<file path="src/rtl/core/esd_pkg.sv">
`timescale 1ns / 1ps

package esd_pkg;

    localparam logic [7:0] BACKSLASH = 8'h5C;
    localparam logic [7:0] CH_X_LO   = 8'h78;
    localparam logic [7:0] CH_X_UP   = 8'h58;
    localparam logic [1:0] OCT_MAX   = 2'd3;

    localparam int Q_DEPTH = 2;
    localparam int Q_AW    = $clog2(Q_DEPTH);

    typedef enum logic [3:0] {
        MODE_PLAIN = 4'b0001,
        MODE_ESC   = 4'b0010,
        MODE_HEX   = 4'b0100,
        MODE_OCT   = 4'b1000
    } t_mode;

    // decoded bytes of one input item, at most three
    typedef struct packed {
        logic [7:0] b0;
        logic [7:0] b1;
        logic [7:0] b2;
        logic [1:0] cnt;
        logic       last;
    } t_group;

    typedef struct packed {
        logic valid;
        logic full;
    } t_q_status;

    // {is digit, value}
    function automatic logic [4:0] hex_value(input logic [7:0] c);
        logic [7:0] d;
        logic       ok;
        d  = 8'h00;
        ok = 1'b1;
        case (c) inside
            [8'h30:8'h39]: d = c - 8'h30;
            [8'h61:8'h66]: d = c - 8'h57;
            [8'h41:8'h46]: d = c - 8'h37;
            default:       ok = 1'b0;
        endcase
        return {ok, d[3:0]};
    endfunction

    function automatic logic is_oct(input logic [7:0] c);
        return (c >= 8'h30) && (c <= 8'h37);
    endfunction

    // {is simple escape, mapped byte}
    function automatic logic [8:0] simple_map(input logic [7:0] c);
        logic [8:0] r;
        case (c)
            8'h61:   r = {1'b1, 8'd7};
            8'h62:   r = {1'b1, 8'd8};
            8'h66:   r = {1'b1, 8'd12};
            8'h6E:   r = {1'b1, 8'd10};
            8'h72:   r = {1'b1, 8'd13};
            8'h74:   r = {1'b1, 8'd9};
            8'h76:   r = {1'b1, 8'd11};
            8'h5C, 8'h27, 8'h22, 8'h3F: r = {1'b1, c};
            default: r = {1'b0, c};
        endcase
        return r;
    endfunction

endpackage

</file>
<file path="src/rtl/core/esd_in_if.sv">
`timescale 1ns / 1ps

interface esd_in_if;
    logic       valid;
    logic       ready;
    logic [7:0] in_byte;
    logic       in_last;

    modport source (output valid, output in_byte, output in_last, input ready);
    modport sink   (input valid, input in_byte, input in_last, output ready);
endinterface

</file>
<file path="src/rtl/core/esd_out_if.sv">
`timescale 1ns / 1ps

interface esd_out_if;
    logic       valid;
    logic       ready;
    logic [7:0] out_byte;
    logic       out_last;

    modport source (output valid, output out_byte, output out_last, input ready);
    modport sink   (input valid, input out_byte, input out_last, output ready);
endinterface

</file>
<file path="src/rtl/core/esd_front.sv">
`timescale 1ns / 1ps

module esd_front
    import esd_pkg::*;
(
    input  logic      i_clk,
    input  logic      i_rst_n,
    esd_in_if.sink    i_in,
    input  t_q_status i_q_status,
    output logic      o_push,
    output t_group    o_group
);

    t_mode      r_mode, n_mode;
    logic [7:0] r_acc, n_acc;
    logic [1:0] r_cnt, n_cnt;
    logic       r_upper, n_upper;

    logic [7:0] v_b [4];
    logic [1:0] v_n;
    logic       v_plain;
    logic [4:0] v_hex;
    logic [8:0] v_simple;
    logic [7:0] v_ch;
    logic       v_last;
    logic       accept;

    assign i_in.ready = !i_q_status.full;
    assign accept     = i_in.valid && i_in.ready;
    assign v_ch       = i_in.in_byte;
    assign v_last     = i_in.in_last;

    always_comb begin
        n_mode   = r_mode;
        n_acc    = r_acc;
        n_cnt    = r_cnt;
        n_upper  = r_upper;
        v_b[0]   = 8'h00;
        v_b[1]   = 8'h00;
        v_b[2]   = 8'h00;
        v_b[3]   = 8'h00;
        v_n      = 2'd0;
        v_plain  = 1'b0;
        v_hex    = hex_value(v_ch);
        v_simple = simple_map(v_ch);
        case (r_mode)
            MODE_PLAIN: v_plain = 1'b1;
            MODE_ESC: begin
                if (v_simple[8]) begin
                    v_b[v_n] = v_simple[7:0];
                    v_n      = v_n + 2'd1;
                    n_mode   = MODE_PLAIN;
                end else if (v_ch == CH_X_LO || v_ch == CH_X_UP) begin
                    n_mode  = MODE_HEX;
                    n_acc   = 8'h00;
                    n_cnt   = 2'd0;
                    n_upper = (v_ch == CH_X_UP);
                    if (v_last) begin
                        v_b[v_n] = BACKSLASH;
                        v_n      = v_n + 2'd1;
                        v_b[v_n] = v_ch;
                        v_n      = v_n + 2'd1;
                    end
                end else if (is_oct(v_ch)) begin
                    n_mode = MODE_OCT;
                    n_acc  = {5'd0, v_ch[2:0]};
                    n_cnt  = 2'd1;
                    if (v_last) begin
                        v_b[v_n] = n_acc;
                        v_n      = v_n + 2'd1;
                    end
                end else begin
                    v_b[v_n] = BACKSLASH;
                    v_n      = v_n + 2'd1;
                    v_b[v_n] = v_ch;
                    v_n      = v_n + 2'd1;
                    n_mode   = MODE_PLAIN;
                end
            end
            MODE_HEX: begin
                if (v_hex[4]) begin
                    n_acc = {r_acc[3:0], v_hex[3:0]};
                    n_cnt = 2'd1;
                    if (v_last) begin
                        v_b[v_n] = n_acc;
                        v_n      = v_n + 2'd1;
                    end
                end else begin
                    // no digits: the letter is given back as written
                    if (r_cnt == 2'd0) begin
                        v_b[v_n] = BACKSLASH;
                        v_n      = v_n + 2'd1;
                        v_b[v_n] = r_upper ? CH_X_UP : CH_X_LO;
                        v_n      = v_n + 2'd1;
                    end else begin
                        v_b[v_n] = r_acc;
                        v_n      = v_n + 2'd1;
                    end
                    n_mode  = MODE_PLAIN;
                    v_plain = 1'b1;
                end
            end
            MODE_OCT: begin
                if (is_oct(v_ch)) begin
                    n_acc = {r_acc[4:0], v_ch[2:0]};
                    n_cnt = r_cnt + 2'd1;
                    if (n_cnt == OCT_MAX || n_cnt == 2'd0) begin
                        v_b[v_n] = n_acc;
                        v_n      = v_n + 2'd1;
                        n_mode   = MODE_PLAIN;
                    end else if (v_last) begin
                        v_b[v_n] = n_acc;
                        v_n      = v_n + 2'd1;
                    end
                end else begin
                    v_b[v_n] = r_acc;
                    v_n      = v_n + 2'd1;
                    n_mode   = MODE_PLAIN;
                    v_plain  = 1'b1;
                end
            end
            default: v_plain = 1'b1;
        endcase
        // ending character goes through the plain path
        if (v_plain) begin
            if (v_ch == BACKSLASH && !v_last) begin
                n_mode = MODE_ESC;
            end else begin
                v_b[v_n] = v_ch;
                v_n      = v_n + 2'd1;
            end
        end
        if (v_last) begin
            n_mode  = MODE_PLAIN;
            n_acc   = 8'h00;
            n_cnt   = 2'd0;
            n_upper = 1'b0;
        end
    end

    assign o_group = '{b0: v_b[0], b1: v_b[1], b2: v_b[2], cnt: v_n, last: v_last};
    assign o_push  = accept && (v_n != 2'd0);

    always_ff @(posedge i_clk) begin
        if (!i_rst_n) begin
            r_mode  <= MODE_PLAIN;
            r_acc   <= 8'h00;
            r_cnt   <= 2'd0;
            r_upper <= 1'b0;
        end else if (accept) begin
            r_mode  <= n_mode;
            r_acc   <= n_acc;
            r_cnt   <= n_cnt;
            r_upper <= n_upper;
        end
    end

    a_last_gives_bytes: assert property (@(posedge i_clk) disable iff (!i_rst_n)
        (accept && i_in.in_last) |-> o_push)
        else $error("final item produced no bytes");

    a_last_clears: assert property (@(posedge i_clk) disable iff (!i_rst_n)
        (accept && i_in.in_last) |=> (r_mode == MODE_PLAIN && r_cnt == 2'd0))
        else $error("state not cleared after final item");

endmodule

</file>
<file path="src/rtl/core/esd_queue.sv">
`timescale 1ns / 1ps

module esd_queue
    import esd_pkg::*;
(
    input  logic      i_clk,
    input  logic      i_rst_n,
    input  logic      i_push,
    input  t_group    i_group,
    input  logic      i_pop,
    output t_group    o_head,
    output t_q_status o_status
);

    localparam logic [Q_AW:0] FULL_CNT = (Q_AW + 1)'(Q_DEPTH);
    localparam logic [Q_AW-1:0] LAST_PTR = Q_AW'(Q_DEPTH - 1);

    t_group          r_mem [Q_DEPTH];
    logic [Q_AW-1:0] r_wp, r_rp;
    logic [Q_AW:0]   r_cnt;

    function automatic logic [Q_AW-1:0] ptr_inc(input logic [Q_AW-1:0] p);
        return (p == LAST_PTR) ? '0 : p + 1'b1;
    endfunction

    assign o_head          = r_mem[r_rp];
    assign o_status.valid  = (r_cnt != '0);
    assign o_status.full   = (r_cnt == FULL_CNT);

    always_ff @(posedge i_clk) begin
        if (i_push) begin
            r_mem[r_wp] <= i_group;
        end
    end

    always_ff @(posedge i_clk) begin
        if (!i_rst_n) begin
            r_wp  <= '0;
            r_rp  <= '0;
            r_cnt <= '0;
        end else begin
            if (i_push) r_wp <= ptr_inc(r_wp);
            if (i_pop)  r_rp <= ptr_inc(r_rp);
            case ({i_push, i_pop})
                2'b10:   r_cnt <= r_cnt + 1'b1;
                2'b01:   r_cnt <= r_cnt - 1'b1;
                default: r_cnt <= r_cnt;
            endcase
        end
    end

    a_no_overflow: assert property (@(posedge i_clk) disable iff (!i_rst_n)
        i_push |-> !o_status.full)
        else $error("push into full queue");

    a_no_underflow: assert property (@(posedge i_clk) disable iff (!i_rst_n)
        i_pop |-> o_status.valid)
        else $error("pop from empty queue");

endmodule

</file>
<file path="src/rtl/core/esd_back.sv">
`timescale 1ns / 1ps

module esd_back
    import esd_pkg::*;
(
    input  logic      i_clk,
    input  logic      i_rst_n,
    input  t_group    i_head,
    input  t_q_status i_q_status,
    output logic      o_pop,
    esd_out_if.source o_out
);

    logic [1:0] r_idx;
    logic       r_ov;
    logic [7:0] r_ob;
    logic       r_ol;
    logic       advance;
    logic       end_of_group;
    logic [7:0] sel_byte;

    assign advance      = !r_ov || o_out.ready;
    assign end_of_group = (r_idx == i_head.cnt - 2'd1);
    assign o_pop        = advance && i_q_status.valid && end_of_group;

    always_comb begin
        case (r_idx)
            2'd0:    sel_byte = i_head.b0;
            2'd1:    sel_byte = i_head.b1;
            default: sel_byte = i_head.b2;
        endcase
    end

    always_ff @(posedge i_clk) begin
        if (advance && i_q_status.valid) begin
            r_ob <= sel_byte;
            r_ol <= i_head.last && end_of_group;
        end
    end

    always_ff @(posedge i_clk) begin
        if (!i_rst_n) begin
            r_ov  <= 1'b0;
            r_idx <= 2'd0;
        end else if (advance) begin
            r_ov <= i_q_status.valid;
            if (i_q_status.valid) begin
                r_idx <= end_of_group ? 2'd0 : r_idx + 2'd1;
            end
        end
    end

    assign o_out.valid    = r_ov;
    assign o_out.out_byte = r_ob;
    assign o_out.out_last = r_ol;

    a_idx_in_group: assert property (@(posedge i_clk) disable iff (!i_rst_n)
        i_q_status.valid |-> (r_idx < i_head.cnt))
        else $error("byte index beyond group");

    a_idx_idle_zero: assert property (@(posedge i_clk) disable iff (!i_rst_n)
        !i_q_status.valid |-> (r_idx == 2'd0))
        else $error("byte index left open with empty queue");

endmodule

</file>
<file path="src/rtl/core/c_escape_sequence_decoder.sv">
`timescale 1ns / 1ps

// C escape sequence decoder: turns the characters of a C string body into
// the raw bytes that its escapes stand for.
// i_in carries one character per item (in_byte, in_last on the final one);
// o_out carries decoded bytes, out_last on the final byte of the string.
// Both channels move an item when valid and ready are high at a clock edge.
// The front decodes one character per cycle, while the queue has room, into
// a group of zero to three bytes and pushes it into a two-entry queue; the
// back sends one byte per cycle from the queue head through an output register
// while o_out.ready is high. An item's first byte enters the queue at the edge
// that accepts it and leaves through the output register. Input runs at one
// character per cycle while each gives at most one byte and o_out.ready is
// high; a group of two or three bytes goes out byte by byte, and input stalls
// once both queue entries are taken. i_in.ready depends on the queue fill
// only, never on o_out.ready. When the receiver stalls, the output byte holds
// and the queue fills, then input stops. Synchronous active-low reset returns
// the decoder to plain mode, empties the queue and drops o_out.valid.
module c_escape_sequence_decoder
    import esd_pkg::*;
(
    input  logic      i_clk,
    input  logic      i_rst_n,
    esd_in_if.sink    i_in,
    esd_out_if.source o_out
);

    logic      push;
    logic      pop;
    t_group    group;
    t_group    head;
    t_q_status q_status;

    esd_front u_front (
        .i_clk      (i_clk),
        .i_rst_n    (i_rst_n),
        .i_in       (i_in),
        .i_q_status (q_status),
        .o_push     (push),
        .o_group    (group)
    );

    esd_queue u_queue (
        .i_clk    (i_clk),
        .i_rst_n  (i_rst_n),
        .i_push   (push),
        .i_group  (group),
        .i_pop    (pop),
        .o_head   (head),
        .o_status (q_status)
    );

    esd_back u_back (
        .i_clk      (i_clk),
        .i_rst_n    (i_rst_n),
        .i_head     (head),
        .i_q_status (q_status),
        .o_pop      (pop),
        .o_out      (o_out)
    );

endmodule

</file>
<file path="src/flat_wrapper.sv">
// flat-port wrapper written by rule: the top's interface ports become plain ports
module c_escape_sequence_decoder_flat import esd_pkg::*;
  (i_clk, i_rst_n, i_in_valid, i_in_in_byte, i_in_in_last, i_in_ready, o_out_valid, o_out_out_byte, o_out_out_last, o_out_ready);
  esd_in_if i_in_i ();
  esd_out_if o_out_i ();
  input  logic i_clk;
  input  logic i_rst_n;
  input wire logic [$bits(i_in_i.valid)-1:0] i_in_valid;
  input wire logic [$bits(i_in_i.in_byte)-1:0] i_in_in_byte;
  input wire logic [$bits(i_in_i.in_last)-1:0] i_in_in_last;
  output wire logic [$bits(i_in_i.ready)-1:0] i_in_ready;
  output wire logic [$bits(o_out_i.valid)-1:0] o_out_valid;
  output wire logic [$bits(o_out_i.out_byte)-1:0] o_out_out_byte;
  output wire logic [$bits(o_out_i.out_last)-1:0] o_out_out_last;
  input wire logic [$bits(o_out_i.ready)-1:0] o_out_ready;
  assign i_in_i.valid = i_in_valid;
  assign i_in_i.in_byte = i_in_in_byte;
  assign i_in_i.in_last = i_in_in_last;
  assign i_in_ready = i_in_i.ready;
  assign o_out_valid = o_out_i.valid;
  assign o_out_out_byte = o_out_i.out_byte;
  assign o_out_out_last = o_out_i.out_last;
  assign o_out_i.ready = o_out_ready;
  c_escape_sequence_decoder u_core (.i_clk(i_clk), .i_rst_n(i_rst_n), .i_in(i_in_i), .o_out(o_out_i));
endmodule
</file>
<file path="config.mk">
export PLATFORM = sky130hd
export DESIGN_NAME = c_escape_sequence_decoder_flat
export DESIGN_NICKNAME = d
export VERILOG_FILES = /design/src/rtl/core/esd_pkg.sv /design/src/rtl/core/esd_in_if.sv /design/src/rtl/core/esd_out_if.sv /design/src/rtl/core/esd_front.sv /design/src/rtl/core/esd_queue.sv /design/src/rtl/core/esd_back.sv /design/src/rtl/core/c_escape_sequence_decoder.sv /design/src/flat_wrapper.sv
export SDC_FILE = /design/constraint.sdc
export NUM_CORES = 1
export LEC_CHECK = 0
export ABC_AREA = 1
export BUFFER_PORTS_ARGS = -buffer_cell sky130_fd_sc_hd__clkbuf_2
export CAP_MARGIN = 20
export CORE_MARGIN = 2
export CORE_UTILIZATION = 61
export CTS_CLUSTER_SIZE = 28
export DETAILED_ROUTE_END_ITERATION = 16
export GPL_ROUTABILITY_DRIVEN = 0
export PLACE_DENSITY = 0.76
export SETUP_SLACK_MARGIN = 0.3
export SYNTH_ARGS = -nofsm -noshare
export SYNTH_HDL_FRONTEND = slang
export SYNTH_SLANG_ARGS = --single-unit
</file>
<file path="constraint.sdc">
create_clock -name i_clk -period 5.5 [get_ports i_clk]
set_input_delay 0.825 -clock i_clk [delete_from_list [all_inputs] [get_ports i_clk]]
set_output_delay 0.825 -clock i_clk [all_outputs]
set_load 0.02 [all_outputs]
</file>
=== Yosys cells after proc, flatten, opt, wreduce, memory -nomap -nowiden ===
Memories as Yosys holds them, arrays and structs flattened. A register that Yosys moved wholly into a read port is not among the register bits.
Cells that the tools add are included.

* Word-level logic and storage cells: 172
* Register bits after elaboration: 31
* RAM bits: 54
* Memories kept: 1
* Output and inout bits: 11

* Bitwise operators: 1
* Reduce and logical (&&, ||, !) cells: 30
* $lt $le $gt $ge: 9
* $add $sub $neg: 11
* Eq/ne operators: 27
* Muxes and demuxes: 82

{| class="wikitable"
|+ Memory list
! name !! depth !! bits a word !! rd ports !! clocked after memory_dff !! wr ports !! line !! RTL
|-
| u_core.u_queue.r_mem || 2 || 27 || 1 || 1 || 1 || esd_queue.sv:18 || <nowiki>t_group r_mem [Q_DEPTH];</nowiki>
|}

{| class="wikitable"
|+ Operator list
! cell !! number
|-
| $mux W8 || 16
|-
| $eq A8 B7 Y1 const B || 10
|-
| $pmux W9 S8 || 1
|-
| $mux W32 || 2
|-
| $mux W4 || 12
|-
| $pmux W8 S3 || 2
|-
| $mux W2 || 17
|-
| $bwmux W32 || 1
|-
| $pmux W8 S2 || 2
|-
| $eq A8 B6 Y1 const B || 3
|-
| $mux W7 || 3
|-
| $demux W8 S2 || 1
|-
| $ge A8 B7 Y1 const B || 2
|-
| $le A8 B6 Y1 const B || 2
|-
| $le A8 B7 Y1 const B || 2
|-
| $mux W1 || 16
|-
| $mux W16 || 1
|-
| $mux W15 || 1
|-
| $pmux W2 S3 || 2
|-
| $pmux W4 S3 || 1
|-
| $logic_and A1 B1 Y1 || 11
|-
| $reduce_bool A2 Y1 || 5
|-
| $ne A3 B3 Y1 const B || 3
|-
| $add A2 B1 Y2 const B || 4
|-
| 28 further kinds || 40
|}

=== Depth between registers and ports, before layout ===
* Depth in word-level cells: 15
* Depth in mapped cells: 24
* Mapped depth without buffers: 24

=== Hierarchy ===
From an unflattened synthesis, not the netlist that was laid out.

* Cells, all modules: 603
* Area total of the unflattened synthesis: 5163.7 um^2

{| class="wikitable"
|+ Modules (own cells, without submodules)
! module !! cells an instance !! times used !! area an instance (um^2)
|-
| esd_queue || 119 || 1 || 2278.4
|-
| esd_front || 415 || 1 || 2240.9
|-
| esd_back || 69 || 1 || 644.4
|}

=== Least setup slack after synthesis ===
Ideal clock, no wire load.

* Path type: input port to flip-flop
* Start: input port i_in_in_byte[1]
* End: memory u_core.u_queue.r_mem[0][0] (netlist name) (enable)
* Data arrival time: 3684 ps
* Cell stages on the path: 17
* Buffers on the path: 0
* Slack: 1405 ps
* Cells stage by stage: inv_1 > ha_1 > inv_1 > a21oi_1 > o21ai_2 > nand3_4 > nand2_1 > nand3_1 > nand2_2 > inv_1 > ha_1 > inv_1 > nand2_1 > nand2_1 > nand2_2 > nand2_1 > nor2_1

* Word-level cells in the longest chain between the ends: 14
* Elaborated cells on any way between the ends: 47
* Those cells by class: add/sub: 1; order compare: 7; eq/ne: 13; mux: 17; reduce/logical: 9

{| class="wikitable"
|+ Ends and longest elaborated chain
! element !! line !! RTL
|-
| start: declaration || flat_wrapper.sv:9 || <nowiki>input wire logic [$bits(i_in_i.in_byte)-1:0] i_in_in_byte;</nowiki>
|-
| $ge A8 B7 Y1 (implied by the code) or $le A8 B7 Y1 (tied branches) || esd_front.sv:44 || <nowiki>v_hex = hex_value(v_ch);</nowiki>
|-
| $logic_and A1 B1 Y1 (implied by the code) || esd_front.sv:44 ||
|-
| $mux W1 (3 in a row) || esd_pkg.sv:40 || <nowiki>case (c) inside</nowiki>
|-
| $mux W2 || esd_front.sv:81 || <nowiki>if (v_hex[4]) begin</nowiki>
|-
| $pmux W2 S3 || esd_front.sv:46 || <nowiki>case (r_mode)</nowiki>
|-
| $add A2 B1 Y2 || esd_front.sv:130 || <nowiki>v_n = v_n + 2'd1;</nowiki>
|-
| $mux W2 || esd_front.sv:126 || <nowiki>if (v_ch == BACKSLASH && !v_last) begin</nowiki>
|-
| $mux W2 (*) || esd_front.sv:125 || <nowiki>if (v_plain) begin</nowiki>
|-
| $reduce_bool A2 Y1 (*) || esd_front.sv:142 || <nowiki>assign o_push = accept && (v_n != 2'd0);</nowiki>
|-
| $logic_and A1 B1 Y1 (*) || esd_front.sv:142 ||
|-
| $mux W1 (*) || esd_queue.sv:31 || <nowiki>if (i_push) begin</nowiki>
|-
| $mux W1 (implied by the code) (*) || esd_queue.sv:32 || <nowiki>r_mem[r_wp] <= i_group;</nowiki>
|-
| end: declaration || esd_queue.sv:18 ||
|}

Mark *: on every way between the ends. The rest lies on a longest branch, timed or not.

=== Worst setup path in the final report ===
* Start: register u_core.u_front.r_mode[0]
* End: memory u_core.u_queue.r_mem[1][26] (netlist name) (enable)

* Word-level cells in the longest chain between the ends: 9
* Elaborated cells on any way between the ends: 12
* Those cells by class: add/sub: 1; eq/ne: 3; mux: 6; reduce/logical: 2

{| class="wikitable"
|+ Ends and longest elaborated chain
! element !! line !! RTL
|-
| start: declaration || esd_front.sv:14 || <nowiki>t_mode r_mode, n_mode;</nowiki>
|-
| start signal: assignment || esd_front.sv:151 || <nowiki>r_mode <= n_mode;</nowiki>
|-
| $eq A4 B4 Y1, or another cell as far along || esd_front.sv:46 ||
|-
| $pmux W2 S3 || esd_front.sv:46 ||
|-
| $add A2 B1 Y2 || esd_front.sv:130 ||
|-
| $mux W2 || esd_front.sv:126 ||
|-
| $mux W2 (*) || esd_front.sv:125 ||
|-
| $reduce_bool A2 Y1 (*) || esd_front.sv:142 ||
|-
| $logic_and A1 B1 Y1 (*) || esd_front.sv:142 ||
|-
| $mux W1 (*) || esd_queue.sv:31 ||
|-
| $mux W1 (implied by the code) (*) || esd_queue.sv:32 ||
|}

Marks and branches as above.

==> metrics.txt <==
Internal=roughly 1200 µW; M3 GR Usage=4.48%; Tcrit/Tclk final=72.2%; DR pass1 iterations=5; critical path, cell by cell=inv_1 > nand2_1 > nor3_2 > inv_1 > a31oi_1 > a21oi_2 > nand2_2 > inv_1 > ha_1 > inv_1 > nand2_1 > nand2_1 > nand2_2 > nand3_2 > inv_1; layout net count=609; Post-CTS Resized=0; Die W=92.6 µm; Global Route met2 Usage=47.3%; switching pwr=625 µW; vias in the first global route=3878; path category of the worst min-delay check=reg2reg; Root Driver=clkbuf_8; final std cells w/o fill=approximately 690; Tmin final=3970 ps; GR Overflow Total=0; drt initial violations=356; crit-path max cell delay=a little under 800 ps; Pins Over Slew Limit=0; critical path buffer and inverter count=5; Fin Hold WS=476 ps; initial antenna violation count=0; antenna-violating nets left=0; Layout area overhead=8.83%; Post-synth EDFFs=63; Cell variety after synth=49; commonest non-fill, non-tap cells in the layout=114 x nand2_1, 63 x nor2_1, 63 x edfxtp_1; Clk Latency, worst-skew pair=between 300 and 400 ps; max_cap viols=0; WP data arrival=between 3000 and 4000 ps; VDD IR-drop max=between 0.0001 and 0.00015 V; global route hottest layer=met2; part of the power in registers=48.1%; async set or reset register ratio after synthesis=0%; crit path max fanout=27; Final setup viols=0; Setup Skew=~15 ps; Sink Count=86; GRT Total Usage=27.6%; Max-Slew Margin vs Limit=28.6%; reg2reg start=u_core.u_front.r_mode[0]; Core Area=0.00765 mm²; #FFs+latches synth=between 80 and 90; Clk pin slew, worst setup/hold paths=100 ps; synthesized area per cell=roughly 8.5 µm²; Synthesized Nets=585; first-pass GRT wire length=18500 µm; largest net degree at the start of global routing=29; Cell Area, Synth=~0.0048 mm²; Slew @ Worst Pin=1070 ps; Placed Cells=676; filler cell count=624; final WL=11200 µm; die area=0.00857 mm²; DR vias=4100; IO buf count=23; vias per cell=slightly below 6; CTS tree=built; post-CTS setup buffer count=0; Mapped Cells=561; startpoint types=flip-flop; hold_buf cts=0; CP most frequent cell=inv_1; Hold Path Origin=u_core.u_front.r_acc[5]; Sw Ratio=between 30 and 40%; H-Tree Depth=3; Worst Setup SP=u_core.u_front.r_mode[0]; Yosys warning total=0; RSZ-0062 raised after global routing=no; Die Y=92.6 µm; maximum clock insertion buffer count=2; share of cells above drive strength 1=15.8%; CTS Buf Count=9; combinational power share=25.7%; Primary FF master, synth=edfxtp_1; Worst Setup End Kind=flip-flop; commonest non-fill, non-tap cell in the layout=nand2_1; diode count=0; Setup CP Type=reg2reg; Initial Utilization=62.6%; setup TNS=0 ps; met1 usage=35.4%; leakage power=roughly 0.0021 µW; Pwr Density=approximately 360 mW/mm²; routed len/inst=16.2 µm; hpwl dp=8250 µm; Crit-path slowest cell=inv_1; DRC Markers=0; io pins=24; Worst Path Required=5470 ps; CP delay by family, top=buffers and inverters; run status=complete, no violations; endpoints failing hold=0; sequential-to-total area share from yosys stat=about half; Clock power frac=26.2%; num rows=32; Fmax=0.252 GHz
==> stage by stage <==
stage                     setup WS [ps]  total power [µW]  util (%)  cell area, µm²
after floorplan                    1400              1240         -            4790
after global placement             1510              1370      65.2            4990
after detailed placement           1330              1400      65.2            4990
after CTS                          1610              1880      68.1            5210
after global routing               1220              1970      68.1            5210
final                              1530              1870      68.1            5210
==> worst reg2reg max path, cell delays in order, from the launching register on <==
cell and delay, ps:
dfxtp_1 320, inv_1 110, nand2_1 130, nor3_2 570, inv_1 310, a31oi_1 480
a21oi_2 80, nand2_2 110, inv_1 70, ha_1 270, inv_1 30, nand2_1 60
nand2_1 80, nand2_2 100, nand3_2 70, inv_1 790
==> layout make-up <==
type                    instances  area (µm²)  area share, %
clock buffers                  10         149           2.86
clock inverters                 6        72.6           1.39
inverters                      70         269           5.16
multi-input cells             393        2110           40.5
flip-flops and latches         86        2350           45.1
well taps                     102         128           2.45
repair buffers                 25         130           2.50
==> cell usage after synthesis, types with 5 or more instances <==
| library cell | number | area [µm²] |
|---|---|---|
| nand3_1 | 26 | 130 |
| nand4_1 | 9 | 56.3 |
| o21ai_1 | 10 | 50.1 |
| a21oi_1 | 26 | 130 |
| nor2_2 | 5 | 31.3 |
| inv_1 | 51 | 191 |
| o211ai_1 | 6 | 45.0 |
| o21ai_0 | 51 | 255 |
| o21a_1 | 11 | 82.6 |
| inv_2 | 13 | 48.8 |
| nand2_1 | 114 | 428 |
| clkbuf_1 | 7 | 26.3 |
| ha_1 | 11 | 138 |
| dfxtp_1 | 23 | 460 |
| nand2_2 | 10 | 62.6 |
| nor2_1 | 64 | 240 |
| edfxtp_1 | 63 | 1890 |
| o221ai_1 | 8 | 70.1 |
| o22ai_1 | 5 | 31.3 |
==> cells by family (layout without fill, tap and decap cells) <==
kind of cell | Yosys count | in the layout | synth area share (%)
AOI/OAI and AO/OA | 132 | 132 | 16.5
xor gates and xnor gates | 3 | 3 | 0.549
adders and majority gates | 11 | 11 | 2.87
DFF | 86 | 86 | 49.1
muxes | 1 | 1 | 0.209
buffers and inverters | 82 | 111 | 6.85
and+or+nand+nor | 246 | 246 | 23.9
==> power groups by stage <==
stage / Combinational [µW] / Clock, µW / Sequential (µW)
after CTS: 485 / 495 / 898
final: 481 / 488 / 898
after floorplan: 298 / 0 / 943
after global placement: 464 / 0 / 908
after detailed placement: 485 / 0 / 912
after global routing: 537 / 518 / 911
==> per-layer routing <==
layer | up-vias | wire [µm]
met4 | 0 | 318
met2 | 177 | 5600
met5 | - | 0
met3 | 37 | 656
met1 | 1912 | 4640
li1 | 1974 | -
==> final timing paths <==
path / to / slack, ps / cells past startpoint
hold / removal: u_core.u_front.r_acc[5] / 480 / 2
setup reg to reg: u_core.u_queue.r_mem[1][26] / 1530 / 15
hold reg to reg: u_core.u_front.r_acc[5] / 480 / 2
setup / recovery: u_core.u_queue.r_mem[1][26] / 1530 / 15
==> sequential cells by signal (all words and copies together) (netlist names), named ones only <==
| register | cells |
|---|---|
| u_core.u_back.o_out.out_byte | 8 |
| u_core.u_back.o_out.out_last | 1 |
| u_core.u_back.o_out.valid | 1 |
| u_core.u_back.r_idx | 2 |
| u_core.u_front.r_acc | 8 |
| u_core.u_front.r_cnt | 2 |
| u_core.u_front.r_mode | 4 |
| u_core.u_front.r_upper | 1 |
| u_core.u_queue.r_cnt | 2 |
| u_core.u_queue.r_mem | 54 |
| u_core.u_queue.r_rp | 1 |
| u_core.u_queue.r_wp | 1 |
No activity file was read; power rests on OpenSTA's default activity.
